===== config.mk =====
export PLATFORM = sky130hd
export DESIGN_NAME = tdm_slot_to_pcm16_remap
export DESIGN_NICKNAME = d
export VERILOG_FILES = /design/src/hdl/tdmr_pkg.sv /design/src/hdl/tdmr_decode.sv /design/src/hdl/tdmr_frame.sv /design/src/hdl/tdm_slot_to_pcm16_remap.sv
export VERILOG_INCLUDE_DIRS = /design/src /design/src/hdl
export SDC_FILE = /design/constraint.sdc
export NUM_CORES = 1
export LEC_CHECK = 0
export BUFFER_PORTS_ARGS = -buffer_cell sky130_fd_sc_hd__buf_4
export CORE_AREA = 2 2 149 151
export DETAILED_ROUTE_END_ITERATION = 16
export DIE_AREA = 0 0 151 153
export PLACE_DENSITY = 0.72
export SLEW_MARGIN = 20
export SYNTH_ARGS = -nofsm -noshare
export SYNTH_HDL_FRONTEND = slang
export SYNTH_SLANG_ARGS = --single-unit

===== constraint.sdc =====
create_clock -name i_clk -period 6.2 [get_ports i_clk]
set_input_delay 1.24 -clock i_clk [delete_from_list [all_inputs] [get_ports i_clk]]
set_output_delay 1.24 -clock i_clk [all_outputs]
set_load 0.01 [all_outputs]

===== src/hdl/tdm_slot_to_pcm16_remap_assert.svh =====
// assertion macros shared by the remap block
`ifndef TDM_SLOT_TO_PCM16_REMAP_ASSERT_SVH
`define TDM_SLOT_TO_PCM16_REMAP_ASSERT_SVH

// same-cycle implication, checked out of reset
`define TDMR_ASSERT_IMP(lbl, ante, cons, msg) \
    lbl: assert property (@(posedge i_clk) disable iff (!i_rst_n) (ante) |-> (cons)) \
        else $error(msg);

// next-cycle implication, checked out of reset
`define TDMR_ASSERT_NXT(lbl, ante, cons, msg) \
    lbl: assert property (@(posedge i_clk) disable iff (!i_rst_n) (ante) |=> (cons)) \
        else $error(msg);

`endif


===== src/hdl/tdmr_pkg.sv =====
// ----------------------------------------------------------------------------
// tdmr_pkg
// shared widths, register indexes and control types of the slot remap block
// ----------------------------------------------------------------------------
package tdmr_pkg;

    localparam int RAW_W         = 32;
    localparam int CFG_W         = 6;
    localparam int CFG_IDX_W     = 3;
    localparam int PCM_W         = 16;
    localparam int SRC_W         = 2;
    localparam int NUM_CH        = 4;
    localparam int CH_W          = 2;
    localparam int CNT_W         = $clog2(NUM_CH + 1);
    localparam int KEEP_W        = $clog2(PCM_W + 1);

    localparam int SLOT_BITS_DEF = 32;
    localparam int NUM_SLOTS_DEF = 4;

    // register indexes
    localparam logic [CFG_IDX_W-1:0] CFG_VALID_BITS = 3'd0;
    localparam logic [CFG_IDX_W-1:0] CFG_OFFSET     = 3'd1;
    localparam logic [CFG_IDX_W-1:0] CFG_SRC0       = 3'd2;
    localparam logic [CFG_IDX_W-1:0] CFG_SRC1       = 3'd3;
    localparam logic [CFG_IDX_W-1:0] CFG_SRC2       = 3'd4;
    localparam logic [CFG_IDX_W-1:0] CFG_SRC3       = 3'd5;

    // reset values
    localparam logic [CFG_W-1:0] RST_VALID_BITS = 6'd24;
    localparam logic [CFG_W-1:0] RST_OFFSET     = 6'd0;

    localparam logic [CH_W-1:0] CH_LAST = 2'd3;

    // slot write strobe from the decode stage to the frame buffer
    typedef struct packed {
        logic wr;
        logic last;
    } t_slot_ctl;

endpackage


===== src/hdl/tdmr_decode.sv =====
// ----------------------------------------------------------------------------
// tdmr_decode
// aligns one slot word and scales its valid bits to a pcm16 sample
// ----------------------------------------------------------------------------
module tdmr_decode #(
    parameter int SLOT_BITS = tdmr_pkg::SLOT_BITS_DEF
) (
    input  logic [tdmr_pkg::RAW_W-1:0]        i_raw_word,
    input  logic [tdmr_pkg::CFG_W-1:0]        i_valid_bits,
    input  logic signed [tdmr_pkg::CFG_W-1:0] i_offset,
    output logic signed [tdmr_pkg::PCM_W-1:0] o_sample
);
    import tdmr_pkg::*;

    logic [SLOT_BITS-1:0] w_slot;
    logic [SLOT_BITS-1:0] w_shift;
    logic [CFG_W-1:0]     w_mag;
    logic [KEEP_W-1:0]    w_keep;
    logic [PCM_W-1:0]     w_mask;

    assign w_slot = i_raw_word[SLOT_BITS-1:0];

    // magnitude of the negative offset, -32 gives 32
    assign w_mag = ~i_offset + 1'b1;

    // shifts past the slot width give zero
    always_comb begin
        if (i_offset[CFG_W-1]) begin
            w_shift = w_slot >> w_mag;
        end else begin
            w_shift = w_slot << i_offset;
        end
    end

    // the valid field is left-justified, so the top 16 bits already carry
    // the scaled value; only bits below a short valid width get cleared,
    // and the result never leaves the pcm16 range
    always_comb begin
        if (i_valid_bits == '0) begin
            w_keep = KEEP_W'(1);
        end else if (i_valid_bits >= CFG_W'(PCM_W)) begin
            w_keep = KEEP_W'(PCM_W);
        end else begin
            w_keep = i_valid_bits[KEEP_W-1:0];
        end
    end

    assign w_mask   = {PCM_W{1'b1}} << (KEEP_W'(PCM_W) - w_keep);
    assign o_sample = $signed(w_shift[SLOT_BITS-1 -: PCM_W] & w_mask);

endmodule


===== src/hdl/tdmr_frame.sv =====
// ----------------------------------------------------------------------------
// tdmr_frame
// per-slot sample store, channel remap and four-entry output buffer
// ----------------------------------------------------------------------------
module tdmr_frame #(
    parameter int NUM_SLOTS = tdmr_pkg::NUM_SLOTS_DEF
) (
    input  logic                                i_clk,
    input  logic                                i_rst_n,
    input  tdmr_pkg::t_slot_ctl                 i_ctl,
    input  logic [$clog2(NUM_SLOTS)-1:0]        i_pos,
    input  logic signed [tdmr_pkg::PCM_W-1:0]   i_sample,
    input  logic [tdmr_pkg::SRC_W-1:0]          i_src [tdmr_pkg::NUM_CH],
    output logic                                o_load_ok,
    output logic                                o_out_valid,
    input  logic                                i_out_stall,
    output logic signed [tdmr_pkg::PCM_W-1:0]   o_pcm_sample,
    output logic [tdmr_pkg::CH_W-1:0]           o_channel,
    output logic                                o_frame_last
);
    import tdmr_pkg::*;

    localparam int SIDX_W = $clog2(NUM_SLOTS);

    logic signed [PCM_W-1:0] r_slot [NUM_SLOTS];
    logic signed [PCM_W-1:0] r_ob   [NUM_CH];
    logic signed [PCM_W-1:0] n_ob   [NUM_CH];
    logic [CNT_W-1:0]        r_cnt;
    logic [SIDX_W-1:0]       w_idx  [NUM_CH];
    logic                    w_out_acc;
    logic                    w_load;

    assign w_out_acc = o_out_valid && !i_out_stall;
    assign o_load_ok = (r_cnt == '0) || ((r_cnt == CNT_W'(1)) && w_out_acc);
    assign w_load    = i_ctl.wr && i_ctl.last;

    // sources beyond the slot count read the last slot
    always_comb begin
        for (int c = 0; c < NUM_CH; c++) begin
            if (int'(i_src[c]) >= NUM_SLOTS) begin
                w_idx[c] = SIDX_W'(NUM_SLOTS - 1);
            end else begin
                w_idx[c] = SIDX_W'(i_src[c]);
            end
            // the slot being written this cycle bypasses the store
            n_ob[c] = (w_idx[c] == i_pos) ? i_sample : r_slot[w_idx[c]];
        end
    end

    always_ff @(posedge i_clk) begin
        if (i_ctl.wr) begin
            r_slot[i_pos] <= i_sample;
        end
        if (w_load) begin
            r_ob <= n_ob;
        end else if (w_out_acc) begin
            for (int c = 0; c < NUM_CH - 1; c++) begin
                r_ob[c] <= r_ob[c + 1];
            end
        end
    end

    always_ff @(posedge i_clk) begin
        if (!i_rst_n) begin
            r_cnt <= '0;
        end else if (w_load) begin
            r_cnt <= CNT_W'(NUM_CH);
        end else if (w_out_acc) begin
            r_cnt <= r_cnt - 1'b1;
        end
    end

    assign o_out_valid  = (r_cnt != '0);
    assign o_pcm_sample = r_ob[0];
    assign o_channel    = CH_W'(CNT_W'(NUM_CH) - r_cnt);
    assign o_frame_last = (r_cnt == CNT_W'(1));

endmodule


===== src/hdl/tdm_slot_to_pcm16_remap.sv =====
// ----------------------------------------------------------------------------
// tdm_slot_to_pcm16_remap
// left-justified tdm slot words to remapped pcm16 channel samples
// ----------------------------------------------------------------------------
// pipeline: a word is held in the input register and is then decoded into
//   the slot store; the last slot of a frame also loads the output buffer,
//   from which channel zero appears once that word has been decoded
// throughput: one word, one result per cycle unless stalled; the four-entry
//   output buffer sets the pace, so frames shorter than four slots stall input
// reset: clears slot position, buffer count and input valid, loads register
//   defaults; the slot store is not cleared
// ----------------------------------------------------------------------------
module tdm_slot_to_pcm16_remap #(
    parameter int SLOT_BITS = tdmr_pkg::SLOT_BITS_DEF,
    parameter int NUM_SLOTS = tdmr_pkg::NUM_SLOTS_DEF
) (
    input  logic                                i_clk,
    input  logic                                i_rst_n,
    // configuration write port
    input  logic                                i_cfg_wr_en,
    input  logic [tdmr_pkg::CFG_IDX_W-1:0]      i_cfg_index,
    input  logic [tdmr_pkg::CFG_W-1:0]          i_cfg_data,
    // slot word input
    input  logic                                i_in_valid,
    output logic                                o_in_stall,
    input  logic [tdmr_pkg::RAW_W-1:0]          i_raw_word,
    // sample output
    output logic                                o_out_valid,
    input  logic                                i_out_stall,
    output logic signed [tdmr_pkg::PCM_W-1:0]   o_pcm_sample,
    output logic [tdmr_pkg::CH_W-1:0]           o_channel,
    output logic                                o_frame_last
);
    import tdmr_pkg::*;
    `include "tdm_slot_to_pcm16_remap_assert.svh"

    localparam int SIDX_W = $clog2(NUM_SLOTS);

    // configuration registers
    logic [CFG_W-1:0]        r_valid_bits;
    logic signed [CFG_W-1:0] r_offset;
    logic [SRC_W-1:0]        r_src [NUM_CH];

    // input register
    logic                    r_in_valid;
    logic [RAW_W-1:0]        r_in_word;

    // slot position of the word in the input register
    logic [SIDX_W-1:0]       r_pos;

    logic                    w_in_acc;
    logic                    w_last;
    logic                    w_fire;
    logic                    w_load_ok;
    logic signed [PCM_W-1:0] w_sample;
    t_slot_ctl               w_ctl;

    always_ff @(posedge i_clk) begin
        if (!i_rst_n) begin
            r_valid_bits <= RST_VALID_BITS;
            r_offset     <= RST_OFFSET;
            for (int c = 0; c < NUM_CH; c++) begin
                r_src[c] <= SRC_W'(c);
            end
        end else if (i_cfg_wr_en) begin
            unique case (i_cfg_index)
                CFG_VALID_BITS: r_valid_bits <= i_cfg_data;
                CFG_OFFSET:     r_offset     <= i_cfg_data;
                CFG_SRC0:       r_src[0]     <= i_cfg_data[SRC_W-1:0];
                CFG_SRC1:       r_src[1]     <= i_cfg_data[SRC_W-1:0];
                CFG_SRC2:       r_src[2]     <= i_cfg_data[SRC_W-1:0];
                CFG_SRC3:       r_src[3]     <= i_cfg_data[SRC_W-1:0];
                default: begin
                    // writes past the register list are dropped
                end
            endcase
        end
    end

    // a non-final slot always moves on; the final slot waits for the
    // output buffer to be empty or emptying this cycle
    assign w_last     = (r_pos == SIDX_W'(NUM_SLOTS - 1));
    assign w_fire     = r_in_valid && (!w_last || w_load_ok);
    assign o_in_stall = r_in_valid && !w_fire;
    assign w_in_acc   = i_in_valid && !o_in_stall;

    always_ff @(posedge i_clk) begin
        if (!i_rst_n) begin
            r_in_valid <= 1'b0;
        end else if (w_in_acc) begin
            r_in_valid <= 1'b1;
        end else if (w_fire) begin
            r_in_valid <= 1'b0;
        end
    end

    always_ff @(posedge i_clk) begin
        if (w_in_acc) begin
            r_in_word <= i_raw_word;
        end
    end

    always_ff @(posedge i_clk) begin
        if (!i_rst_n) begin
            r_pos <= '0;
        end else if (w_fire) begin
            r_pos <= w_last ? '0 : r_pos + 1'b1;
        end
    end

    // word alignment and scaling
    tdmr_decode #(
        .SLOT_BITS   (SLOT_BITS)
    ) u_decode (
        .i_raw_word  (r_in_word),
        .i_valid_bits(r_valid_bits),
        .i_offset    (r_offset),
        .o_sample    (w_sample)
    );

    assign w_ctl.wr   = w_fire;
    assign w_ctl.last = w_last;

    // slot store, remap and output buffer
    tdmr_frame #(
        .NUM_SLOTS   (NUM_SLOTS)
    ) u_frame (
        .i_clk       (i_clk),
        .i_rst_n     (i_rst_n),
        .i_ctl       (w_ctl),
        .i_pos       (r_pos),
        .i_sample    (w_sample),
        .i_src       (r_src),
        .o_load_ok   (w_load_ok),
        .o_out_valid (o_out_valid),
        .i_out_stall (i_out_stall),
        .o_pcm_sample(o_pcm_sample),
        .o_channel   (o_channel),
        .o_frame_last(o_frame_last)
    );

    // frame end flag only ever rides on channel three
    `TDMR_ASSERT_IMP(a_last_on_ch3, o_out_valid && o_frame_last, o_channel == CH_LAST, "frame_last off channel three")
    // finishing a frame starts the output at channel zero
    `TDMR_ASSERT_NXT(a_frame_starts, w_fire && w_last, o_out_valid && (o_channel == '0), "frame output did not start")
    // a decoded non-final slot steps the slot position by one
    `TDMR_ASSERT_NXT(a_pos_step, w_fire && !w_last, r_pos == $past(r_pos) + 1'b1, "slot position skipped")

endmodule

Yosys cells after proc, flatten, opt, wreduce, memory -nomap -nowiden
Memory sizes are Yosys's and may differ from the RTL's. A register that Yosys moved wholly into a read port is not among the register bits.
Cells that the tools add are included.
- flip-flop bits (word level): 106
- bits in writable memories: 64
- input port bits: 46
- output and inout port bits: 21
- logic and storage cells: 83
- memories: 1
- $add $sub $neg: 5
- magnitude comparators: 1
- equal/unequal tests: 10
- shifts and indexed selects: 3
- multiplexer cells: 21
- bitwise operators: 3
- reductions and logical operators: 25
- memories (name ; words ; bits a word ; rd ports ; clocked after memory_dff ; wr ports ; line ; RTL):
    u_frame.r_slot ; 4 ; 16 ; 4 ; 4 ; 1 ; tdmr_frame.sv:25 ; logic signed [PCM_W-1:0] r_slot [NUM_SLOTS];
- operators with widths (operator ; number):
    $mux 48 ; 2
    $mux 16 ; 3
    $mux 32 ; 1
    $shl 32x6->32 ; 1
    $shr 32x6->32 ; 1
    $and 16x16->16 ; 1
    $shl 16x5->16 const A ; 1
    $mux 2 ; 7
    $reduce_and 2->1 ; 6
    $mux 5 ; 2
    $add 6x1->6 const B ; 1
    $eq 2x2->1 ; 3
    $eq 3x1->1 const B ; 2
    $eq 3x2->1 const B ; 2
    $eq 3x3->1 const B ; 2
    $ge 6x5->1 const B ; 1
    $logic_and 1x1->1 ; 6
    $logic_not 3->1 ; 2
    $logic_not 6->1 ; 1
    $mux 3 ; 2
    $not 6->6 ; 1
    $sub 5x5->5 const A ; 1
    $logic_not 1->1 ; 4
    $mux 1 ; 4
    other kinds (9) ; 11

Depth between registers and ports, before layout
Gate-level depths: netlist of the first run.
- depth after elaboration: 11
- depth in mapped cells: 13
- mapped depth without buffers: 10

Cells and area by module
From an unflattened synthesis of the first run, not the netlist that was laid out.
- cell total of the unflattened synthesis: 995
- area, all modules: 12281.8 um^2
- modules (own cells, without submodules) (module ; instances ; cells each ; area an instance (um^2) ; sequential area each (um^2)):
    tdmr_frame ; 1 ; 506 ; 7347.0 ; 3903.7
    tdmr_decode ; 1 ; 360 ; 3080.5 ; 0.0
    tdm_slot_to_pcm16_remap ; 1 ; 129 ; 1854.3 ; 1421.4

Worst setup path after synthesis of the first run
Ideal clock, no wire load.
- path kind: input port to flip-flop
- start point: in i_out_stall
- end point: reg u_frame.r_ob (netlist bit u_frame.o_pcm_sample[0]), enable pin
- setup time: 0.520 ns
- arrival time: 4.647 ns
- data required time: 5.680 ns
- setup slack: 1.033 ns
- stages: 1
- buffers on the path: 0
- path through: o21ai_0
- cells in the longest elaborated chain, start to end: 8
- RTL lines (element ; line ; RTL):
    from (decl) ; tdm_slot_to_pcm16_remap.sv:29 ; input logic i_out_stall,
    $logic_not 1->1 * ; tdmr_frame.sv:33 ; assign w_out_acc = o_out_valid && !i_out_stall;
    $logic_and 1x1->1 * ; tdmr_frame.sv:33 ;
    $logic_and 1x1->1 ; tdmr_frame.sv:34 ; assign o_load_ok = (r_cnt == '0) || ((r_cnt == CNT_W'(1)) && w_out_acc);
    $logic_or 1x1->1 ; tdmr_frame.sv:34 ;
    $logic_or 1x1->1 ; tdm_slot_to_pcm16_remap.sv:83 ; assign w_fire = r_in_valid && (!w_last || w_load_ok);
    $logic_and 1x1->1 ; tdm_slot_to_pcm16_remap.sv:83 ;
    $logic_and 1x1->1 ; tdmr_frame.sv:35 ; assign w_load = i_ctl.wr && i_ctl.last;
    $reduce_bool 2->1 (no line) * ; n/a ;
    to (signal assigned) ; tdmr_frame.sv:55 ; r_ob <= n_ob;
    to (signal, indexed assignment) ; tdmr_frame.sv:58 ; r_ob[c] <= r_ob[c + 1];
    to (decl) ; tdmr_frame.sv:26 ; logic signed [PCM_W-1:0] r_ob [NUM_CH];
Mark *: on every way between the ends. The rest lies on a longest branch, timed or not.
A chain may end at the register's enable or synchronous reset.

==> metrics, run 1 <==
outcome finished clean; Vias 8996; NumNets Final 1079; Post-Syn Area about 12000 um2; grt total ovfl 0; cts repair resizes 0; clock root buffer clkbuf_16; max-slew violation count 0; post-layout util 62.7%; crit path DAT 4310 ps; Post-CTS Hold Fix Bufs 0; area leader, netlist edfxtp_1; clk_skew 15.5 ps; WL per Instance 24.1 um; Synth Warn # 0; final antenna-violating net count 0; Via density approximately 6.8; Setup WS post-layout 2080 ps; Post-synth EDFFs 160; first-pass GRT wire length 49700 um; largest net degree at the start of global routing 66; nature of the critical path startpoint register; Total Power 0.00342 W; Non-Filler Instances 1315; HP Class register to register; die area 23100 um2; Area growth syn-to-layout 8.46%; number of global-route vias before repair 8772; dpl cells 1283; worst endpoint required time 6390 ps; Hold Vio Cnt, Final 0; Post-Syn Nets 1077; fraction of layout cells with a size suffix above 1 ~27%; number of setup violations in the final report 0; LEAKAGE 4.50 nW; Max-slew headroom 25.7%; CP max FO 43; sequential-to-total area share from yosys stat 43.9%; DRC violations left 0; Post-Syn Area per Cell 12.2 um2; total of max-cap violations 0; ys flop type edfxtp_1; Clock Tree Buf Depth 2; CTS buffer count 17; Placer Congestion 0.956; final period utilization 66.4%; synth top area cells edfxtp_1, mux4_2, dfxtp_1; worst vdd rail ir drop 0.213 mV; Post-CTS Setup Inserts 0; Yosys reg bits 192; crit path capture type register; Core ar. about 21000 um2; Synth top area share between 30% and 40%; Die Height 153 um; clock-pin slew of the registers on the worst-case setup and hold paths ~80 ps; post-DP HPWL between 20000 and 25000 um; Pwr Density about 250 nW/um2; worst slack, placed around 2100 ps; diode count 0; RSZ-0062 raised after global routing false; htree depth 4; crit path time final 4120 ps; DR pass1 iterations 5; I/O Buffers 66; Die W around 150 um; I/O Pins 67; # rows 54; fmax between 0.2 and 0.25 GHz; Clock Latency Late Sink ~440 ps; antenna violations before repair 0; TritonCTS clock tree done; measured slew at the worst slew-check pin 1110 ps; DRT iter0 DRCs ~1100; synthesized instance count 1020; Setup CP Type register to register; Clock Sinks 192; post-route setup TNS 0 ps; DRT Wirelength between 30000 and 40000 um; Async SR Flop Fraction 0%; Unique masters post-synth 75; Initial Util 57.8%; GRT Util Overall around 28%
## logic make-up (layout without fill, tap and decap cells)
kind of cell               count (synthesis)  after routing  share of synthesized area [%]
and+or+nand+nor                          285            285                           12.3
muxes                                    189            189                           26.1
adders and majority gates                 11             11                           1.11
DFF                                      192            192                           43.9
buffers and inverters                    114            129                           4.81
xor gates and xnor gates                  13             13                          0.917
AOI/OAI and AO/OA                        216            216                           10.9
## per-layer routing
layer,routed length (um),global-route usage [%],share of wire (%)
met2,15400,45.8,49
met5,0,0,0
met1,12800,38.7,41
met3,2360,4.18,7.5
met4,1020,11.4,3.2
## stage by stage
step                instance area, um2  hold WS, ps
floorplan                        12400          471
global placement                 12900          484
detailed placement               12900          490
CTS                              13500          498
global route                     13500          545
finish                           13500          498
## synthesized netlist by cell type (20+ instances only)
master and number:
nor2_1 64, edfxtp_1 160, mux2i_1 45, nor2b_1 30, nand2_1 53, nand3_1 24, mux4_2 103, clkbuf_1 51
dfxtp_1 32, o21ai_0 32, a21oi_1 90, buf_4 20, mux2_2 40
## where the power goes
| part | switching, W | leakage (nW) | internal [W] |
|---|---|---|---|
| registers | 0.0000744 | 1.74 | 0.00159 |
| logic | 0.000374 | 2.46 | 0.000267 |
| clock network | 0.000539 | 0.292 | 0.000576 |
| total | 0.000988 | 4.50 | 0.00243 |
## worst paths after layout
kind / from / end / slack (ps) / cells after the start
setup reg to reg: r_offset[1] / u_frame.r_ob[6] / 2080 / 9
hold / removal: u_frame.r_cnt[1] / u_frame.r_cnt[1] / 500 / 2
hold reg to reg: u_frame.r_cnt[1] / u_frame.r_cnt[1] / 500 / 2
setup / recovery: r_offset[1] / u_frame.r_ob[6] / 2080 / 9
## registers in the layout, indices dropped and copies added (netlist names), named ones only
register and flops:
u_frame.r_ob 48, r_pos 2, u_frame.r_slot 64, u_frame.r_cnt 3, r_in_word 32, r_offset 6
r_src 8, r_in_valid 1, r_valid_bits 6, u_frame.o_pcm_sample 16
## area by class of cell
| type | count | area (um2) |
|---|---|---|
| fillers | 1668 | 8020 |
| multi-input cells | 714 | 6400 |
| flip-flops and latches | 192 | 5450 |
| repair buffers | 80 | 601 |
| clock buffers | 17 | 425 |
| well taps | 280 | 350 |
| clock inverters | 15 | 174 |
| inverters | 17 | 63.8 |
## worst max-delay path, stage by stage, from the launching register on
cell      delay [ps]
dfxtp_1          320
buf_4            430
clkinv_1         400
ha_1             910
mux4_2           610
mux2_2           280
nand4_1           90
nand4_1          240
and2_1           280
mux2_2           270
## cells in the final DEF (no fill, tap or decap), drive strengths merged, types with 4 or more instances in the layout
master  count
a211oi      6
a21oi      90
a22oi      16
a31oi       4
and2       17
and3       19
buf        80
clkbuf     17
clkinv      8
dfxtp      32
edfxtp    160
ha         11
inv        22
mux2       40
mux2i      46
mux4      103
nand2      53
nand2b      8
nand3      24
nand4      20
nor2       64
nor2b      30
nor3       16
nor3b       8
nor4        4
nor4bb      5
o211ai      6
o21ai      36
o22ai       5
o31ai      11
or2         6
xnor2      10
Power figures use the tool's default switching activity.
==> inputs of run 2 (changes only) <==
--- a/config.mk
+++ b/config.mk
@@ -7,9 +7,9 @@
 export NUM_CORES = 1
 export LEC_CHECK = 0
 export BUFFER_PORTS_ARGS = -buffer_cell sky130_fd_sc_hd__buf_4
-export CORE_AREA = 2 2 149 151
+export CORE_AREA = 2 2 152 154
 export DETAILED_ROUTE_END_ITERATION = 16
-export DIE_AREA = 0 0 151 153
+export DIE_AREA = 0 0 154 156
 export PLACE_DENSITY = 0.72
 export SLEW_MARGIN = 20
 export SYNTH_ARGS = -nofsm -noshare
==> constraint.sdc (replaced) <==
create_clock -name i_clk -period 3.7 [get_ports i_clk]
set_input_delay 0.74 -clock i_clk [delete_from_list [all_inputs] [get_ports i_clk]]
set_output_delay 0.74 -clock i_clk [all_outputs]
set_load 0.01 [all_outputs]
==> run 2 against run 1 <==
Against the previous run:
- hold slack worse by 26 ps
- setup slack worse by 1800 ps
- routed wire length up 3.3%
- die area up 4.0%
- via count up 1.2%
- combinational power up 70%
- clock skew up 1.7 ps
- sequential power up 67%
- count of clock-buffer cells in the layout unchanged
- global-route usage down 0.40 points
- critical path type unchanged
- largest power group unchanged
==> metrics, run 2 (synthesis gave the netlist of run 1 again) <==
outcome finished clean; crit path time final 3380 ps; Cell Int Power 0.00415 W; final antenna-violating net count 0; Die W roughly 150 um; Initial Util between 50% and 60%; worst endpoint required time 3940 ps; number of setup violations in the final report 0; CTS buffer count 17; die area 24000 um2; Hold Vio Cnt, Final 0; post-DP HPWL 21700 um; sw power 0.00165 W; Max-slew headroom roughly a quarter; Setup crit end u_frame.o_pcm_sample[5]; delay-heaviest family, CP simple AND/OR/NAND/NOR gates; DRT iter0 DRCs approximately 860; DRT Wirelength approximately 33000 um; total of max-cap violations 0; CP cell instances buf_4, nor3_1, xor2_1, nand3_1, a311oi_1, nor3_1, o31ai_1; max-slew violation count 0; largest reg by FF count u_frame.r_slot; LEAKAGE 4.61 nW; RSZ-0062 raised after global routing false; Filler Cell Count 1748; worst reg-to-reg setup slack 320 ps; Area growth syn-to-layout 10.0%; Die Height between 150 and 200 um; HP Class primary input to register; reg2reg start r_offset[1]; Setup CP Type register to register; antenna violations before repair 0; Largest register FFs 64; Worst Setup SP r_offset[1]; clock-pin slew of the registers on the worst-case setup and hold paths 80 ps; final period utilization between 90% and 100%; hold slack between 400 and 500 ps; DR pass1 iterations 5; WL per Instance roughly 24 um; Clock Sinks roughly 190; largest net degree at the start of global routing 80; sw frac 28.4%; Placed Area 13000 um2; htree depth 4; Comb pwr share 18.9%; Reg power frac around 48%; nature of the critical path startpoint register; Critical path buffers and inverters 1; clk_skew approximately 17 ps; DRC violations left 0; first-pass GRT wire length a little over 50000 um; # rows 55; I/O Pins 67; fraction of layout cells with a size suffix above 1 28.3%; cts repair resizes 0; Clock Tree Buf Depth 2; fmax 0.296 GHz; crit path capture type register; Core ar. 22400 um2; Vias a little over 9000; crit-path max cell delay 670 ps; CP max FO 42; post-route cell area 13700 um2; commonest non-fill, non-tap cell in the layout edfxtp_1; CP Depth 7; power share of the clock group 33.2%; Worst path most repeated cell nor3_1; Reg2Reg Depth 7; grt total ovfl 0; TritonCTS clock tree done; I/O Buffers 66; Placer Congestion 0.964; diode count 0; post-route setup TNS 0 ps; Post-CTS Hold Fix Bufs 0; number of global-route vias before repair 8797; GRT Util Overall 27.9%; Clock Latency Late Sink 440 ps; NumNets Final 1100; Via density 6.79; Post-CTS Setup Inserts 0; crit path DAT 3620 ps; worst vdd rail ir drop a little under 0.3 mV; most frequent cells in the layout edfxtp_1, mux4_2, buf_4; CP max-delay cell xor2_1; Pwr Density ~420 nW/um2; biggest regs u_frame.r_slot: 64 flops, u_frame.r_ob: 48 flops, r_in_word: 32 flops; clock root buffer clkbuf_16; worst flop-to-flop path endpoint u_frame.o_pcm_sample[5]; measured slew at the worst slew-check pin 1140 ps
run 2: worst register-to-register path: stages, from the launching register on:
cell and delay, ps:
dfxtp_1 310, buf_4 280, nor3_1 390, xor2_1 670, nand3_1 310, a311oi_1 540
nor3_1 300, o31ai_1 380
run 2: power by group through the flow:
stage               combinational (W)  clock, W  sequential [W]
floorplan                    0.000762         0         0.00279
finish                        0.00109   0.00192         0.00278
global route                  0.00118   0.00203         0.00281
global placement              0.00106         0         0.00282
CTS                           0.00109   0.00195         0.00278
detailed placement            0.00108         0         0.00283
run 2: metrics by stage:
step | cells | util [%] | setup WS [ps] | total power, W
after floorplan | 1020 | - | 233 | 0.00356
after global placement | 1309 | 58.3 | 528 | 0.00388
after detailed placement | 1309 | 58.3 | 435 | 0.00391
after CTS | 1341 | 61.1 | 414 | 0.00582
after global routing | 1341 | 61.1 | 122 | 0.00602
final | 1341 | 61.1 | 322 | 0.00580
run 2: routing by layer:
layer | vias up | track usage, % | part of all wire, %
li1 | 4063 | - | -
met1 | 4455 | 37.3 | 40
met2 | 493 | 45.5 | 48
met3 | 89 | 4.42 | 8.0
met4 | 0 | 12.4 | 4.0
met5 | - | 0 | 0
run 2: worst min-delay path by stage:
stage / slack [ps] / end / startpoint / cells after the start
finish: 470 / r_in_word[3] / i_raw_word[3] / 1
global route: 460 / r_in_word[23] / i_raw_word[23] / 1
CTS: 460 / r_in_word[3] / i_raw_word[3] / 1
detailed placement: 460 / r_src[0] / r_src[0] / 2
global placement: 460 / r_src[0] / r_src[0] / 2
floorplan: 470 / u_frame.r_cnt[1] / u_frame.r_cnt[1] / 2
run 2: final cells by class:
type	count	area [um2]	share of cell area [%]
multi-input cells	714	6390	46.8
inverters	17	63.8	0.467
clock inverters	15	191	1.40
clock buffers	17	425	3.12
flip-flops and latches	192	5450	39.9
repair buffers	101	783	5.74
well taps	285	357	2.61
==> inputs of run 3 (changes only) <==
--- a/config.mk
+++ b/config.mk
@@ -6,11 +6,14 @@
 export SDC_FILE = /design/constraint.sdc
 export NUM_CORES = 1
 export LEC_CHECK = 0
+export ABC_CLOCK_PERIOD_IN_PS = 3700
 export BUFFER_PORTS_ARGS = -buffer_cell sky130_fd_sc_hd__buf_4
 export CORE_AREA = 2 2 152 154
+export CTS_CLUSTER_SIZE = 14
 export DETAILED_ROUTE_END_ITERATION = 16
 export DIE_AREA = 0 0 154 156
 export PLACE_DENSITY = 0.72
+export RECOVER_POWER = 50
 export SLEW_MARGIN = 20
 export SYNTH_ARGS = -nofsm -noshare
 export SYNTH_HDL_FRONTEND = slang
==> run 3 against run 2 <==
Against the previous run:
- the flow now finishes with violations (max-capacitance violations, max-slew violations)
- hold slack gained 9.0 ps
- maximum frequency grew 0.81%
- sequential power is essentially flat
- total power shrank 1.0%
- setup slack gained 27 ps
- final cell count is the same
- combinational power shrank 6%
- highest routed layer unchanged
==> metrics, run 3 (synthesis gave the netlist of run 1 again) <==
outcome finished, violations left; violated checks max-capacitance violations, max-slew violations; Met1 Routed Length 13300 um; cts repair resizes 0; Die Height 156 um; Via density 6.79; CP cell instances buf_4, nor3_1, xor2_1, nand3_1, a311oi_1, nor3_1, o31ai_1; Worst path most repeated cell nor3_1; Placer Congestion about 0.96; Critical path buffers and inverters 1; die area 24000 um2; post-route setup TNS 0 ps; WL per Instance ~24 um; highest routed metal layer met4; commonest non-fill, non-tap cell in the layout edfxtp_1; clock root buffer clkbuf_16; first-pass GRT wire length 51100 um; dpl cells 1309; fraction of layout cells with a size suffix above 1 25.6%; diode count 0; final period utilization just over 90%; final antenna-violating net count 0; clk_skew ~17 ps; number of setup violations in the final report 0; I/O Buffers 66; TritonCTS clock tree done; HP Class register to register; GRT Util Overall between 20% and 30%; Vias 9101; Clock Latency Late Sink 440 ps; crit path DAT 3600 ps; NumNets Final 1100; Clock Sinks roughly 190; grt total ovfl 0; most frequent cells in the layout edfxtp_1, mux4_2, a21oi_1; Setup CP Type register to register; Die W about 150 um; CP Depth 7; Largest register FFs 64; antenna violations before repair 0; worst vdd rail ir drop 0.296 mV; number of global-route vias before repair slightly below 9000; largest reg by FF count u_frame.r_slot; Reg2Reg Depth 7; DRT iter0 DRCs 978; # rows 55; reg2reg start r_offset[1]; worst reg-to-reg setup slack 350 ps; Post-CTS Setup Inserts 0; htree depth 4; Setup crit end u_frame.o_pcm_sample[5]; largest net degree at the start of global routing 80; total of max-cap violations 2; measured slew at the worst slew-check pin 1800 ps; crit path time final 3350 ps; Non-Filler Instances 1341; DR pass1 iterations 6; LEAKAGE 4.49 nW; I/O Pins 67; worst endpoint required time 3950 ps; Clock Tree Buf Depth 2; max-slew violation count 62; DRC violations left 0; WL met2 15700 um; CP max FO 42; crit path capture type register; post-route cell area 13500 um2; Worst Setup SP r_offset[1]; clock-pin slew of the registers on the worst-case setup and hold paths 80 ps; worst flop-to-flop path endpoint u_frame.o_pcm_sample[5]; biggest regs u_frame.r_slot: 64 flops, u_frame.r_ob: 48 flops, r_in_word: 32 flops; Post-CTS Hold Fix Bufs 0; Area growth syn-to-layout 9.02%; crit-path max cell delay about 660 ps; post-DP HPWL 21700 um; CTS buffer count 17; Core ar. around 22000 um2; Initial Util 55.5%; fmax around 0.30 GHz; post-layout util 60.5%; delay-heaviest family, CP simple AND/OR/NAND/NOR gates; Max-slew headroom -20.2%; DRT Wirelength between 30000 and 40000 um; nature of the critical path startpoint register; WL met3 approximately 2400 um; Hold Vio Cnt, Final 0; RSZ-0062 raised after global routing false; Pwr Density 424 nW/um2; CP max-delay cell xor2_1; Placed Area between 10000 and 15000 um2
[run 3: area by class of cell]
cell class | instances | area [um2]
Fill cell | 1778 | 8830
Multi-Input combinational cell | 714 | 6380
Sequential cell | 192 | 5450
Timing Repair Buffer | 101 | 669
Clock buffer | 17 | 425
Tap cell | 285 | 357
Clock inverter | 15 | 191
Inverter | 17 | 63.8
[run 3: routing by layer]
layer	up-vias	track usage (%)
li1	4060	-
met1	4487	37.3
met2	469	45.5
met3	85	4.42
met4	0	12.4
met5	-	0
[run 3: through the flow]
step	hold slack (ps)	power (W)	setup slack (ps)
2_1_floorplan	471	0.00356	233
3_3_place_gp	462	0.00388	528
3_5_place_dp	463	0.00391	435
4_1_cts	461	0.00582	414
5_1_grt	478	0.00596	122
6_report	482	0.00574	349
[run 3: where the power goes]
| part | internal [W] | leakage [nW] | total [W] | switching, W |
|---|---|---|---|---|
| Sequential | 0.00266 | 1.74 | 0.00278 | 0.000120 |
| Combinational | 0.000399 | 2.46 | 0.00103 | 0.000630 |
| Clock | 0.00103 | 0.294 | 0.00193 | 0.000897 |
[run 3: worst min-delay path by stage]
| stage | startpoint | to | slack [ps] | cells past startpoint |
|---|---|---|---|---|
| 2_1_floorplan | u_frame.r_cnt[1] | u_frame.r_cnt[1] | 470 | 2 |
| 3_3_place_gp | r_src[0] | r_src[0] | 460 | 2 |
| 3_5_place_dp | r_src[0] | r_src[0] | 460 | 2 |
| 4_1_cts | i_raw_word[3] | r_in_word[3] | 460 | 1 |
| 5_1_grt | i_raw_word[23] | r_in_word[23] | 480 | 1 |
| 6_report | r_src[0] | r_src[0] | 480 | 2 |
[run 3: worst register-to-register path, cell delays in order, from the launching register on]
cell and delay, ps:
dfxtp_1 310, buf_4 280, nor3_1 390, xor2_1 660, nand3_1 310, a311oi_1 540, nor3_1 300, o31ai_1 370
